**src/sv/rau_pkg.sv**
```systemverilog
`timescale 1ns / 1ps
package rau_pkg;

  // operation codes
  localparam logic [2:0] OP_ADD = 3'd0;
  localparam logic [2:0] OP_SUB = 3'd1;
  localparam logic [2:0] OP_MUL = 3'd2;
  localparam logic [2:0] OP_DIV = 3'd3;
  localparam logic [2:0] OP_LT  = 3'd4;
  localparam logic [2:0] OP_GT  = 3'd5;
  localparam logic [2:0] OP_EQ  = 3'd6;
  localparam logic [2:0] OP_NRM = 3'd7;

  // status codes
  localparam logic [1:0] ST_OK   = 2'd0;
  localparam logic [1:0] ST_ZDEN = 2'd1;
  localparam logic [1:0] ST_DIV0 = 2'd2;
  localparam logic [1:0] ST_OVF  = 2'd3;

  // datapath commands
  typedef enum logic [3:0] {
    CMD_NONE   = 4'd0,
    CMD_LOAD   = 4'd1,  // split inputs into sign and magnitude
    CMD_GCD_A  = 4'd2,  // start reduce of left operand
    CMD_GCD_B  = 4'd3,  // start reduce of right operand
    CMD_MUL1   = 4'd4,  // first products
    CMD_MUL2   = 4'd5,  // combine products
    CMD_GCD_R  = 4'd6,  // start reduce of result
    CMD_DIVA   = 4'd7,  // latch quotients of left operand
    CMD_DIVB   = 4'd8,  // latch quotients of right operand
    CMD_DIVR   = 4'd9,  // latch quotients of result
    CMD_GSTEP  = 4'd10, // one gcd/divide step
    CMD_FINISH = 4'd11  // build output
  } cmd_e;

  typedef struct packed {
    cmd_e cmd;
  } rau_ctl_t;

  typedef struct packed {
    logic busy;      // iterative unit still running
    logic a_err;     // left operand zero denominator
    logic b_err;     // right operand zero denominator
    logic b_zero;    // right operand is zero
  } rau_sts_t;

endpackage

```
**src/sv/rau_ctrl.sv**
```systemverilog
`timescale 1ns / 1ps
module rau_ctrl (
  input  logic              clk_i,
  input  logic              rst_ni,
  input  logic              in_fire_i,
  input  logic [2:0]        op_i,
  input  logic              out_free_i,
  input  rau_pkg::rau_sts_t sts_i,
  output rau_pkg::rau_ctl_t ctl_o,
  output logic              idle_o,
  output logic              done_o
);
  import rau_pkg::*;

  typedef enum logic [11:0] {
    S_IDLE  = 12'b000000000001,
    S_LOAD  = 12'b000000000010,
    S_GA    = 12'b000000000100,
    S_WA    = 12'b000000001000,
    S_GB    = 12'b000000010000,
    S_WB    = 12'b000000100000,
    S_M1    = 12'b000001000000,
    S_M2    = 12'b000010000000,
    S_GR    = 12'b000100000000,
    S_WR    = 12'b001000000000,
    S_FIN   = 12'b010000000000,
    S_OUT   = 12'b100000000000
  } state_e;

  state_e state_q, state_d;
  logic [2:0] op_q;
  cmd_e cmd;

  // op kept for sequencing
  always_ff @(posedge clk_i or negedge rst_ni) begin
    if (!rst_ni) begin
      op_q <= OP_ADD;
    end else if (in_fire_i) begin
      op_q <= op_i;
    end
  end

  // sequencer
  always_comb begin
    state_d = state_q;
    cmd = CMD_NONE;
    case (state_q)
      S_IDLE: if (in_fire_i) state_d = S_LOAD;
      S_LOAD: begin
        cmd = CMD_LOAD;
        state_d = S_GA;
      end
      S_GA: begin
        cmd = CMD_GCD_A;
        state_d = S_WA;
      end
      S_WA: begin
        if (sts_i.busy) begin
          cmd = CMD_GSTEP;
        end else begin
          cmd = CMD_DIVA;
          if (sts_i.a_err || op_q == OP_NRM) state_d = S_FIN;
          else state_d = S_GB;
        end
      end
      S_GB: begin
        cmd = CMD_GCD_B;
        state_d = S_WB;
      end
      S_WB: begin
        if (sts_i.busy) begin
          cmd = CMD_GSTEP;
        end else begin
          cmd = CMD_DIVB;
          state_d = S_M1;
        end
      end
      S_M1: begin
        cmd = CMD_MUL1;
        state_d = S_M2;
        if (sts_i.b_err || op_q == OP_EQ || (op_q == OP_DIV && sts_i.b_zero))
          state_d = S_FIN;
      end
      S_M2: begin
        cmd = CMD_MUL2;
        state_d = S_GR;
      end
      S_GR: begin
        cmd = CMD_GCD_R;
        state_d = S_WR;
      end
      S_WR: begin
        if (sts_i.busy) begin
          cmd = CMD_GSTEP;
        end else begin
          cmd = CMD_DIVR;
          state_d = S_FIN;
        end
      end
      S_FIN: begin
        if (out_free_i) begin
          cmd = CMD_FINISH;
          state_d = S_OUT;
        end
      end
      S_OUT: state_d = S_IDLE;
      default: state_d = S_IDLE;
    endcase
  end

  always_ff @(posedge clk_i or negedge rst_ni) begin
    if (!rst_ni) state_q <= S_IDLE;
    else state_q <= state_d;
  end

  assign ctl_o.cmd = cmd;
  assign idle_o = (state_q == S_IDLE);
  assign done_o = (cmd == CMD_FINISH);

  a_fire_idle: assert property (@(posedge clk_i) disable iff (!rst_ni)
    in_fire_i |-> state_q == S_IDLE) else $error("item accepted while busy");
  a_fin_from_fin: assert property (@(posedge clk_i) disable iff (!rst_ni)
    done_o |-> state_q == S_FIN) else $error("finish outside final state");
  a_out_follows: assert property (@(posedge clk_i) disable iff (!rst_ni)
    done_o |=> state_q == S_OUT) else $error("finish not followed by output");
  a_onehot: assert property (@(posedge clk_i) disable iff (!rst_ni)
    $onehot(state_q)) else $error("state not one-hot");
endmodule

```
**config.mk**
```make
export PLATFORM = sky130hd
export DESIGN_NAME = rau_ctrl
export DESIGN_NICKNAME = d
export VERILOG_FILES = /design/src/sv/rau_pkg.sv /design/src/sv/rau_ctrl.sv
export SDC_FILE = /design/constraint.sdc
export NUM_CORES = 1
export LEC_CHECK = 0
export ABC_AREA = 0
export BUFFER_PORTS_ARGS = -buffer_cell sky130_fd_sc_hd__buf_2
export CORE_UTILIZATION = 30
export CTS_BUF_LIST = sky130_fd_sc_hd__clkbuf_4
export CTS_CLUSTER_SIZE = 16
export DETAILED_ROUTE_END_ITERATION = 7
export GPL_TIMING_DRIVEN = 0
export SETUP_SLACK_MARGIN = 0.02
export SLEW_MARGIN = 20
export SYNTH_ARGS = -nofsm -noshare
export SYNTH_HDL_FRONTEND = slang
export SYNTH_SLANG_ARGS = --single-unit
```
**constraint.sdc**
```tcl
create_clock -name clk_i -period 4.7 [get_ports clk_i]
set_input_delay 0.94 -clock clk_i [delete_from_list [all_inputs] [get_ports clk_i]]
set_output_delay 0.94 -clock clk_i [all_outputs]
set_load 0.05 [all_outputs]
```
# Word level (Yosys, flattened, before mapping)
# Cells that the tools add are included.
[op_classes] addsub=0 mul=0 div=0 n_lt_le_gt_ge=0 eq_ne=20 shift=0 mux=13 bitwise=0 reduce_logical=5
[op_table] cell="$pmux W12 S11" n=1
[op_table] cell="$mux W12" n=5
[op_table] cell="$pmux W4 S10" n=1
[op_table] cell="$mux W11" n=2
[op_table] cell="$eq A12 B1 Y1 const B" n=1
[op_table] cell="$eq A12 B10 Y1 const B" n=1
[op_table] cell="$eq A12 B11 Y1 const B" n=1
[op_table] cell="$eq A12 B2 Y1 const B" n=1
[op_table] cell="$eq A12 B3 Y1 const B" n=1
[op_table] cell="$eq A12 B4 Y1 const B" n=1
[op_table] cell="$eq A12 B5 Y1 const B" n=1
[op_table] cell="$eq A12 B6 Y1 const B" n=1
[op_table] cell="$eq A12 B7 Y1 const B" n=1
[op_table] cell="$eq A12 B8 Y1 const B" n=1
[op_table] cell="$eq A12 B9 Y1 const B" n=1
[op_table] cell="$ne A2 B2 Y1 const B" n=5
[op_table] cell="$mux W4" n=2
[op_table] cell="$eq A3 B3 Y1 const B" n=2
[op_table] cell="$reduce_and A5 Y1" n=1
[op_table] cell="$eq A4 B4 Y1 const B" n=1
[op_table] cell="$mux W2" n=2
[op_table] cell="$eq A3 B2 Y1 const B" n=1
[op_table] cell="$logic_or A1 B1 Y1" n=3
[op_table] cell="$logic_and A1 B1 Y1" n=1
[word_totals] reg_bits=15 latchBits=0 mem_bits_rw=0 romBits=0 in_bits=11 out_inout_bits=6 mem_count=0

# Longest topological paths before layout
[depth] depth_word=5 ltp_mapped=5

# Least setup slack after synthesis
# Ideal clock, no wire load.
[synth_path] kind="register -> output" startpoint="register state_q[5]" endpoint="output port ctl_o[0] (netlist bit)" arrival_time_ns=2.358 required_ns=3.760 path_slack_ns=1.402 path_stages_with_launch=6 n_path_buf=1 cell_sequence="dfrtp_1 -> buf_6 -> nor4_1 -> nand4_1 -> nor2_1 -> or4_1"
[synth_lines] element="from (decl)" line_no="rau_ctrl.sv:30" rtl="state_e state_q, state_d;"
[synth_lines] element="from (signal assigned)" line_no="rau_ctrl.sv:113" rtl="else state_q <= state_d;"
[synth_lines] element="to (decl)" line_no="rau_ctrl.sv:9" rtl="output rau_pkg::rau_ctl_t ctl_o,"

==> out/results.txt <==
met1 WL: 1260 um
Arr. time, crit path: 2.42 ns
vias after detailed routing: 979
Top Layer Used: met4
RR Startpoint: state_q[1]$_DFFE_PN0P_
logic gate share of total power: 45.9%
sequential power share: 36.3%
cts bufs inserted: 3
postcts setup bufs: 0
initial antenna violation count: 0
RSZ-0062 raised after global routing: no
clk sinks: 15
Worst-Margin Slew: 0.602 ns
number of flops mapped to enable cells by yosys: 0
element type at the critical path end: output port
Setup-failing EPs final: 0
Tightest Hold Check Type: in2async
Avg Cell Area, Syn: 9.54 um2
Psw: 201 uW
Peak VDD IR: 0.000195 V
Setup CP Type: reg2out
Clock Latency Late Sink: 0.29 ns
Worst R2R Setup Slack: 2.70 ns
CP Max Fanout: 10
WL met3: 142 um
MaxCap Viol Count: 0
CTS Buffer Depth: 2
Post-synth top flop: dfrtp_1
Syn-to-layout area delta: 15.2%
hpwl dp: 1930 um
via density per instance: 5.53
die area: 3800 um2
register bit count reported by yosys: 15
clock group share of total power: 17.8%
Setup crit end: ctl_o[0]
Placer Congestion: 0.834
worst clock skew: 0.0154 ns
core area: 3360 um2
period utilisation layout: 71.5%
post-synthesis async set-or-reset flop share: 100%
Avg WL per Cell: 14.5 um
first-pass GRT wire length: 4380 um
Initial DRT Pass Iterations: 4
Slew Limit Fails: 0
synth unique cells: 47
Antenna diodes: 0
DRT iter0 DRCs: 33
Period minus WS final: 3.36 ns
CTS tree: done
PwrDens: 377 nW/um2
Sw Ratio: 43.3%
root buffer cell: clkbuf_4
DRC: 0
CP startpoint kind: flip-flop
vias in the first global route: 928
Total Wirelength: 2560 um
PortBufs: 15
syn nets: 123
initial core utilization: 31.8%
Routed Antenna Nets: 0
GR Overflow Total: 0
IO Pins: 17
Fin. Hold Viols: 0
Slew HR: 59.5%
clk slew on worst S/H paths: 0.10 ns
most common cell after layout, fill and taps aside: buf_2
Final nets: 143
multi-input logic area: 596 um2
Hold Buf Count CTS: 0
Worst Reg-to-Reg Cells: 5
Post-CTS Resized: 0
internal power: 263 uW
die width: 61.7 um
register area share after synthesis: 35.2%
# placed instances: 173
Critical Path RT: 3.76 ns
CP startpoint: state_q[8]$_DFFE_PN0P_
die height: 61.7 um
status: finished, final reports clean
total negative slack: 0 ns
Gate Count Post-Synth: 112
leakage: 0.000538 uW
reg-to-reg endpoint: state_q[10]$_DFFE_PN0P_
Overall Global Routing Usage: 15.9%
fillers: 385
Post-Synthesis Cell Area: 1070 um2
layout cell share with drive strength beyond 1: 31.3%
Fmax: 298 MHz
Non-Filler Instances: 177
commonest cells after routing, fill and taps aside: buf_2 (16), dfrtp_1 (14), nor4_1 (6), nand4_1 (6), a21oi_1 (6)
Reg area: 377 um2
wire length on met2: 1140 um
Core Rows: 21
H-tree levels: 1
yosys warns: 0
pin count of the biggest net entering global routing: 16
metrics by stage:
| stage | total power [uW] | utilization, % | setup WS (ns) | hold WS, ns | instance area (um2) |
|---|---|---|---|---|---|
| after floorplan | 333 | - | 1.40 | 0.519 | 1070 |
| after global placement | 379 | 35.7 | 1.65 | 0.534 | 1200 |
| after detailed placement | 382 | 35.7 | 1.66 | 0.559 | 1200 |
| after CTS | 463 | 36.6 | 1.32 | 0.557 | 1230 |
| after global routing | 498 | 36.6 | 1.15 | 0.553 | 1230 |
| final | 464 | 36.6 | 1.34 | 0.539 | 1230 |
final cells by class:
| class | instances | area share [%] |
|---|---|---|
| Tap cell | 46 | 4.67 |
| Timing Repair Buffer | 15 | 6.10 |
| Buffer | 8 | 6.61 |
| Inverter | 4 | 1.22 |
| Multi-Input combinational cell | 85 | 48.4 |
| Sequential cell | 15 | 30.6 |
| Clock buffer | 4 | 2.44 |
cells in the mapped netlist (all sizes together) (3+ instances only):
library cell  count  area, um2
inv               4       15.0
nand4             6       37.5
nor3b             3       22.5
dfrtp            14        350
nand3             3       15.0
a21oi             6       30.0
buf               4       35.0
nor4              7       50.1
nand2b            3       18.8
nor2              5       18.8
clkbuf            4       46.3
nand2             5       18.8
nor4b             4       35.0
nor2b             3       18.8
nand3b            3       22.5
nor3              5       25.0
or4               4       33.8
metal layers:
layer | vias to the layer above | track usage (%)
li1 | 472 | -
met1 | 464 | 22.6
met2 | 39 | 25.2
met3 | 4 | 2.73
met4 | 0 | 3.81
met5 | - | 0
power groups by stage:
stage	Clock (uW)	Sequential [uW]	Combinational (uW)
after CTS	83.9	168	212
after detailed placement	0	170	211
after global routing	90.9	172	235
after floorplan	0	165	168
final	82.5	168	213
after global placement	0	169	209
sequential cells by signal (all words and copies together) (netlist names):
signal	cells
op_q	3
state_q	12
worst min path at each step:
stage | slack [ns] | start | cells past startpoint | end
2_1_floorplan | 0.52 | state_q[9]$_DFFE_PN0P_ | 1 | state_q[3]$_DFFE_PN0P_
3_3_place_gp | 0.53 | op_q[1]$_DFFE_PN0P_ | 1 | op_q[1]$_DFFE_PN0P_
3_5_place_dp | 0.56 | op_q[1]$_DFFE_PN0P_ | 1 | op_q[1]$_DFFE_PN0P_
4_1_cts | 0.56 | rst_ni | 1 | state_q[9]$_DFFE_PN0P_
5_1_grt | 0.55 | rst_ni | 1 | state_q[9]$_DFFE_PN0P_
6_report | 0.54 | rst_ni | 1 | state_q[9]$_DFFE_PN0P_
logic make-up after synthesis:
logic type,Yosys count,share of synthesized area [%]
AO/OA/AOI/OAI,19,13.4
flip-flops,15,35.2
AND/OR/NAND/NOR,61,37.8
buffers and inverters,12,9.02
XOR/XNOR,3,2.46
multiplexers,2,2.11
worst max-delay path, cell delays in order, from the launching register on:
cell and delay (ns):
dfrtp_1 0.39, buf_6 0.14, or4_4 0.49, or4b_4 0.53
a211oi_2 0.18, or4_1 0.15, buf_2 0.26
Power figures use the tool's default switching activity.
